===== config.mk =====
export PLATFORM = sky130hd
export DESIGN_NAME = fcct_sequencer
export DESIGN_NICKNAME = d
export VERILOG_FILES = /design/src/rtl/fcct_pkg.sv /design/src/rtl/fcct_sequencer.sv
export SDC_FILE = /design/constraint.sdc
export NUM_CORES = 1
export LEC_CHECK = 0
export ABC_AREA = 1
export BUFFER_PORTS_ARGS = -buffer_cell sky130_fd_sc_hd__buf_4
export CORE_ASPECT_RATIO = 0.8
export CORE_UTILIZATION = 53
export DETAILED_ROUTE_END_ITERATION = 7
export MAX_ROUTING_LAYER = met4
export PLACE_DENSITY = 0.9
export SLEW_MARGIN = 20
export SYNTH_ARGS = -nofsm -noshare
export SYNTH_HDL_FRONTEND = slang
export SYNTH_SLANG_ARGS = --single-unit

===== constraint.sdc =====
create_clock -name clock -period 4.9 [get_ports clock]
set_clock_uncertainty 0.05 [all_clocks]
set_input_delay 1.225 -clock clock [delete_from_list [all_inputs] [get_ports clock]]
set_output_delay 1.225 -clock clock [all_outputs]
set_load 0.01 [all_outputs]

===== src/rtl/fcct_pkg.sv =====
`timescale 1ns / 1ps
// ----------------------------------------------------------------------------
// fcct_pkg: shared types and constants for the cluster chain table
// Request codes, status codes, sequencer states and the result bundle
// handed from the sequencer to the top level.
// ----------------------------------------------------------------------------
package fcct_pkg;

   // default number of table entries
   localparam int TABLE_ENTRIES_DEFAULT = 2048;

   // field widths
   localparam int LINK_W = 32;
   localparam int INDEX_W = 16;
   localparam int REQ_W = 3;
   localparam int FDC_W = 8;
   localparam int CIU_W = 12;

   // register reset values
   localparam logic [FDC_W-1:0] FDC_RESET = 8'd4;
   localparam logic [CIU_W-1:0] CIU_RESET = 12'd2048;

   // configuration register indexes
   localparam logic CSR_FIRST_DATA_CLUSTER = 1'b0;
   localparam logic CSR_CLUSTERS_IN_USE = 1'b1;

   // request codes
   localparam logic [REQ_W-1:0] REQ_READ = 3'd0;
   localparam logic [REQ_W-1:0] REQ_SET = 3'd1;
   localparam logic [REQ_W-1:0] REQ_MARK = 3'd2;
   localparam logic [REQ_W-1:0] REQ_ALLOC = 3'd3;
   localparam logic [REQ_W-1:0] REQ_ALLOC_MARK = 3'd4;

   // link values
   localparam logic [LINK_W-1:0] LINK_FREE = '0;
   localparam logic [LINK_W-1:0] LINK_END = '1;

   typedef enum logic [1:0] {
      ST_OK = 2'd0,
      ST_FULL = 2'd1,
      ST_LOOP = 2'd2,
      ST_RANGE = 2'd3
   } status_type;

   typedef enum logic [2:0] {
      S_INIT,
      S_IDLE,
      S_CLEAR,
      S_WRITE,
      S_READ,
      S_READ_WAIT,
      S_SCAN,
      S_DONE
   } state_type;

   // finished transaction from the sequencer
   typedef struct packed {
      logic valid;
      status_type status;
      logic [LINK_W-1:0] value;
   } seq_done_type;

endpackage


===== src/rtl/fcct_sequencer.sv =====
`timescale 1ns / 1ps
// ----------------------------------------------------------------------------
// fcct_sequencer: request sequencer and scan unit
// Decodes one request, then walks the table through the RAM write and read ports:
// clear sweeps, single reads and writes, and the first-fit scan that tests
// one entry per cycle for zero.
// ----------------------------------------------------------------------------
module fcct_sequencer #(
   parameter int TABLE_ENTRIES = fcct_pkg::TABLE_ENTRIES_DEFAULT,
   parameter int AW = $clog2(TABLE_ENTRIES),
   parameter int CW = $clog2(TABLE_ENTRIES + 1)
) (
   input  logic clock,
   input  logic reset,
   // request
   input  logic req_valid,
   output logic req_ready,
   input  logic [fcct_pkg::REQ_W-1:0] req_type,
   input  logic [fcct_pkg::INDEX_W-1:0] cluster_index,
   input  logic [fcct_pkg::LINK_W-1:0] link_value,
   input  logic clear_all,
   // configuration
   input  logic [fcct_pkg::FDC_W-1:0] first_data_cluster,
   input  logic [CW-1:0] active_count,
   // result
   output fcct_pkg::seq_done_type done,
   input  logic slot_free,
   // table port
   output logic ram_we,
   output logic [AW-1:0] ram_waddr,
   output logic [fcct_pkg::LINK_W-1:0] ram_wdata,
   output logic ram_re,
   output logic [AW-1:0] ram_raddr,
   input  logic [fcct_pkg::LINK_W-1:0] ram_rdata
);
   import fcct_pkg::*;

   localparam int LW = (CW > INDEX_W) ? CW : INDEX_W;
   localparam logic [CW-1:0] LAST_ENTRY = CW'(TABLE_ENTRIES - 1);

   state_type state_ff, state_in;
   logic [CW-1:0] ptr_ff, ptr_in;
   logic chk_valid_ff, chk_valid_in;
   logic [CW-1:0] chk_addr_ff, chk_addr_in;
   logic [AW-1:0] off_ff, off_in;
   logic [LINK_W-1:0] wdata_ff, wdata_in;
   logic mark_ff, mark_in;
   status_type status_ff, status_in;
   logic [LINK_W-1:0] value_ff, value_in;

   logic accept;
   logic [INDEX_W-1:0] off_full;
   logic in_range;
   logic self_loop;
   logic range_empty;
   logic found;
   logic scan_last;

   assign accept = req_valid && req_ready;

   // index decode: data range and self loop
   always_comb begin
      off_full = cluster_index - INDEX_W'(first_data_cluster);
      in_range = (cluster_index >= INDEX_W'(first_data_cluster)) &&
                 (LW'(off_full) < LW'(active_count));
      self_loop = (link_value == LINK_W'(cluster_index));
      range_empty = (active_count == '0);
   end

   // scan compare on the entry read last cycle
   always_comb begin
      found = chk_valid_ff && (ram_rdata == LINK_FREE);
      scan_last = chk_valid_ff && ((chk_addr_ff + CW'(1)) == active_count);
   end

   // next state
   always_comb begin
      state_in = state_ff;
      unique case (state_ff)
         S_INIT: begin
            if (ptr_ff == LAST_ENTRY) state_in = S_IDLE;
         end
         S_IDLE: begin
            if (accept) begin
               if (clear_all) begin
                  state_in = S_CLEAR;
               end else begin
                  case (req_type) inside
                     REQ_READ: state_in = in_range ? S_READ : S_DONE;
                     REQ_SET: state_in = (in_range && !self_loop) ? S_WRITE : S_DONE;
                     REQ_MARK: state_in = in_range ? S_WRITE : S_DONE;
                     REQ_ALLOC, REQ_ALLOC_MARK: state_in = range_empty ? S_DONE : S_SCAN;
                     default: state_in = S_DONE;
                  endcase
               end
            end
         end
         S_CLEAR: begin
            if (ptr_ff == LAST_ENTRY) state_in = S_DONE;
         end
         S_WRITE: state_in = S_DONE;
         S_READ: state_in = S_READ_WAIT;
         S_READ_WAIT: state_in = S_DONE;
         S_SCAN: begin
            if (found) state_in = mark_ff ? S_WRITE : S_DONE;
            else if (scan_last) state_in = S_DONE;
         end
         S_DONE: begin
            if (slot_free) state_in = S_IDLE;
         end
         default: state_in = S_IDLE;
      endcase
   end

   // outputs: table port, handshake and result
   always_comb begin
      ram_we = 1'b0;
      ram_waddr = ptr_ff[AW-1:0];
      ram_wdata = LINK_FREE;
      ram_re = 1'b0;
      ram_raddr = ptr_ff[AW-1:0];
      req_ready = 1'b0;
      done.valid = 1'b0;
      done.status = status_ff;
      done.value = value_ff;
      unique case (state_ff)
         S_INIT, S_CLEAR: ram_we = 1'b1;
         S_IDLE: req_ready = 1'b1;
         S_WRITE: begin
            ram_we = 1'b1;
            ram_waddr = off_ff;
            ram_wdata = wdata_ff;
         end
         S_READ: begin
            ram_re = 1'b1;
            ram_raddr = off_ff;
         end
         S_SCAN: ram_re = 1'b1;
         S_DONE: done.valid = 1'b1;
         default: ;
      endcase
   end

   // datapath next values
   always_comb begin
      ptr_in = ptr_ff;
      chk_valid_in = chk_valid_ff;
      chk_addr_in = chk_addr_ff;
      off_in = off_ff;
      wdata_in = wdata_ff;
      mark_in = mark_ff;
      status_in = status_ff;
      value_in = value_ff;
      case (state_ff)
         S_INIT, S_CLEAR: ptr_in = ptr_ff + CW'(1);
         S_IDLE: begin
            if (accept) begin
               ptr_in = '0;
               chk_valid_in = 1'b0;
               off_in = off_full[AW-1:0];
               wdata_in = (req_type == REQ_SET) ? link_value : LINK_END;
               mark_in = (req_type == REQ_ALLOC_MARK);
               value_in = '0;
               status_in = ST_OK;
               if (!clear_all) begin
                  case (req_type) inside
                     REQ_READ, REQ_MARK: begin
                        if (!in_range) status_in = ST_RANGE;
                     end
                     REQ_SET: begin
                        if (!in_range) status_in = ST_RANGE;
                        else if (self_loop) status_in = ST_LOOP;
                     end
                     REQ_ALLOC, REQ_ALLOC_MARK: begin
                        if (range_empty) status_in = ST_FULL;
                     end
                     default: ;
                  endcase
               end
            end
         end
         S_READ_WAIT: value_in = ram_rdata;
         S_SCAN: begin
            ptr_in = ptr_ff + CW'(1);
            chk_valid_in = 1'b1;
            chk_addr_in = ptr_ff;
            if (found) begin
               value_in = LINK_W'(first_data_cluster) + LINK_W'(chk_addr_ff);
               off_in = chk_addr_ff[AW-1:0];
               wdata_in = LINK_END;
            end else if (scan_last) begin
               status_in = ST_FULL;
               value_in = '0;
            end
         end
         default: ;
      endcase
   end

   // control registers
   always_ff @(posedge clock) begin
      if (reset) begin
         state_ff <= S_INIT;
         ptr_ff <= '0;
         chk_valid_ff <= 1'b0;
      end else begin
         state_ff <= state_in;
         ptr_ff <= ptr_in;
         chk_valid_ff <= chk_valid_in;
      end
   end

   // payload registers
   always_ff @(posedge clock) begin
      chk_addr_ff <= chk_addr_in;
      off_ff <= off_in;
      wdata_ff <= wdata_in;
      mark_ff <= mark_in;
      status_ff <= status_in;
      value_ff <= value_in;
   end

`ifndef SYNTHESIS
   // a clear request goes straight to the sweep
   assert property (@(posedge clock) disable iff (reset)
      (accept && clear_all) |=> (state_ff == S_CLEAR))
      else $error("clear request did not start the sweep");

   // the scan never checks an entry outside the active range
   assert property (@(posedge clock) disable iff (reset)
      (state_ff == S_SCAN && chk_valid_ff) |-> (chk_addr_ff < active_count))
      else $error("scan ran past the active range");

   // the scan never writes the table
   assert property (@(posedge clock) disable iff (reset)
      (state_ff == S_SCAN) |-> !ram_we)
      else $error("table write during scan");

   // a finished result waits for the output slot
   assert property (@(posedge clock) disable iff (reset)
      (state_ff == S_DONE && !slot_free) |=> (state_ff == S_DONE && $stable(value_ff)))
      else $error("result dropped while output slot busy");
`endif

endmodule


==> metrics <==
Max-Cap Viols=0; antenna cells=0; Worst-Margin Slew=~1.0 ns; Async SR Flop Fraction=0; number of flops mapped to enable cells by yosys=90; Setup TNS Final=0 ns; Design Area, Final=0.008932 mm2; endpoints failing setup=0; Period Utilization, post-route=0.7764; DIE WIDTH=roughly 130 um; critical path class=in -> reg; die area=between 0.01 and 0.015 mm2; worst-path cell with the longest stage delay=fa_1; Syn-to-layout area delta=28.84%; Boundary Pins=200; CTS Buf Count=9; # port buffers=roughly 200; initial drt markers=around 650; Crit path arrival time=approximately 3.8 ns; DRC=0; CTS tree=done; Setup Fix Bufs, Post-CTS=0; Critical Path Source Type=input pin; Worst EP required=between 4 and 5 ns; initial antenna violation count=0; peak supply drop=roughly 0.00017 V; CTS root buffer=clkbuf_16; first-pass GRT wire length=around 30000 um; FF-to-FF Start=chk_addr_ff[1]; delay-heaviest family, CP=simple AND/OR/NAND/NOR gates; CP peak stage delay=roughly 0.41 ns; Worst-path clk slew=approximately 0.080 ns; post-synthesis register bit count=roughly 110; Worst path depth=20; largest net degree at the start of global routing=33; crit path buf inv count=3; die height=~100 um; total grt overflow=0; H-tree levels=3; reg2reg end=value_ff[7]; clock sink count=approximately 110; overall power=between 2 and 2.5 mW; Nets=between 1000 and 1500; gr usage total=0.2960; Tmin final=about 3.8 ns; Post-CTS Resized=0; syn_area_per_cell=roughly 7.6 um2; ys flop type=edfxtp_1; Cell Area, Synth=a little under 0.007 mm2; CTS max path bufs=2; Hold Vio Cnt, Final=0; hpwl dp=roughly 15000 um; cells along the critical path=buf_4 -> inv_1 -> ha_1 -> fa_1 -> inv_1 -> nand3_1 -> nand2_1 -> a21oi_1 -> xor2_1 -> ha_1 -> a21oi_1 -> nor2_1 -> nor3b_1 -> nand2_1 -> nor2_1 -> nand2_1 -> nor2_2 -> nand2_1 -> a32oi_1 -> o21ai_0; area post-placement=between 0.008 and 0.009 mm2; setup slack, reg-to-reg=1.81 ns; Post-Syn Instances=about 900; drt wl/cell=roughly 15 um; Crit path top cell by count=nand2_1; Hold Crit Class=reg -> reg; clock latency on the worst-skew pair=roughly 0.35 ns; Starting Density=0.5557; fraction of layout cells with a size suffix above 1=0.2187; Syn Nets=~1000; max-slew violations=0; Worst Setup EP=status_ff[0]; P per Cell Area=226.4 mW/mm2; register area share after synthesis=0.4360; final RePlAce weighted congestion=roughly 0.9; Leak=4.315 nW; startpoint of the worst hold path=ptr_ff[11]; site row count=36; core area=about 0.012 mm2; DRT Pass-1 Iters=7; YS warnings=0; status=finished, final reports clean; library cells used by synthesis=39; Routed WL=19290 um; worst rel slew slack=0.3192; # hold bufs at CTS=0; Fmax=~260 MHz; origin of the worst setup path=cluster_index[0]; Worst Setup End Kind=flip-flop; vias=between 6000 and 7000; reg2reg path depth=13; Via density=5.232; worst-path fanout max=4; vias in the first global route=6261; RSZ-0062 raised after global routing=no; DRT antenna net count=0
power breakdown:
group	internal (mW)	switching, mW	total, mW
sequential	0.973	0.00392	0.977
combinational	0.144	0.173	0.317
clock	0.363	0.364	0.728
total	1.48	0.541	2.02
worst min path at each step:
stage	endpoint	cells after the start
2_1_floorplan	chk_valid_ff	2
3_3_place_gp	state_ff[1]	2
3_5_place_dp	chk_addr_ff[11]	0
4_1_cts	state_ff[1]	2
5_1_grt	chk_addr_ff[11]	0
6_report	chk_addr_ff[11]	0
metal layers:
layer,vias up,global-route usage,routed length [um]
met4,0,0.08721,410
met5,-,-,0
li1,3286,-,-
met2,348,0.4763,8990
met3,45,0.07305,2053
met1,3029,0.3666,7830
cells in the mapped netlist (18+ instances only):
library cell	n	area, um2
o21ai_0	49	245.2
nor2_1	104	390.4
nand4_1	18	112.6
nand2_1	216	810.8
inv_1	194	728.2
ha_1	29	362.9
nand3_1	33	165.2
xor2_1	22	192.7
edfxtp_1	90	2703
a21oi_1	38	190.2
cell usage in the layout (no fill, tap or decap), types with 4 or more instances in the layout:
cell type and instances:
xnor2_1 16, nor4_1 4, a211oi_1 5, o21ai_0 49, nor2_1 103, nor3_1 9, nor2_2 5, nand2_1 215
buf_4 203, edfxtp_1 90, xor2_1 22, nand4_1 18, inv_1 194, a21oi_1 37, dfxtp_1 16, ha_1 29
nand3_1 33, o22ai_1 8, clkbuf_16 9
sequential cells by signal, summed over array words and instances, names as in the netlist:
register      cells
value_ff         32
chk_addr_ff      12
ptr_ff           12
mark_ff           1
status_ff         2
wdata_ff         32
state_ff          3
off_ff           11
chk_valid_ff      1
worst reg2reg max path: cells and delay by family (launching register included):
family / cells / cell delay [ns]
flip-flops: 1 / 0.48
AND/OR/NAND/NOR: 10 / 1.03
AO/OA/AOI/OAI: 2 / 0.89
adder cells (fa/ha/maj): 1 / 0.22
cell families after synthesis:
kind of cell | after synthesis | synth area share
compound gates | 116 | 0.09313
xor+xnor | 38 | 0.04800
fa+ha+maj | 31 | 0.05811
buf+inv | 214 | 0.1160
flops | 106 | 0.4360
simple gates | 404 | 0.2487
area by class of cell:
class                   count  area (um2)
clock buffers               9       225.2
clock inverters             7       85.08
fillers                   938        3545
inverters                 197       739.5
multi-input cells         589        3122
flip-flops and latches    106        3023
well taps                 171       214.0
repair buffers            203        1524
through the flow:
| step | hold WS, ns | setup WS (ns) | std cells | utilization |
|---|---|---|---|---|
| 2_1_floorplan | 0.4045 | 0.7629 | 909 | - |
| 3_3_place_gp | 0.4428 | 0.8416 | 1266 | 0.6910 |
| 3_5_place_dp | 0.4563 | 0.7447 | 1266 | 0.6910 |
| 4_1_cts | 0.4756 | 1.112 | 1282 | 0.7159 |
| 5_1_grt | 0.4856 | 0.6556 | 1282 | 0.7159 |
| 6_report | 0.4732 | 1.096 | 1282 | 0.7159 |
No activity file was read; power rests on OpenSTA's default activity.
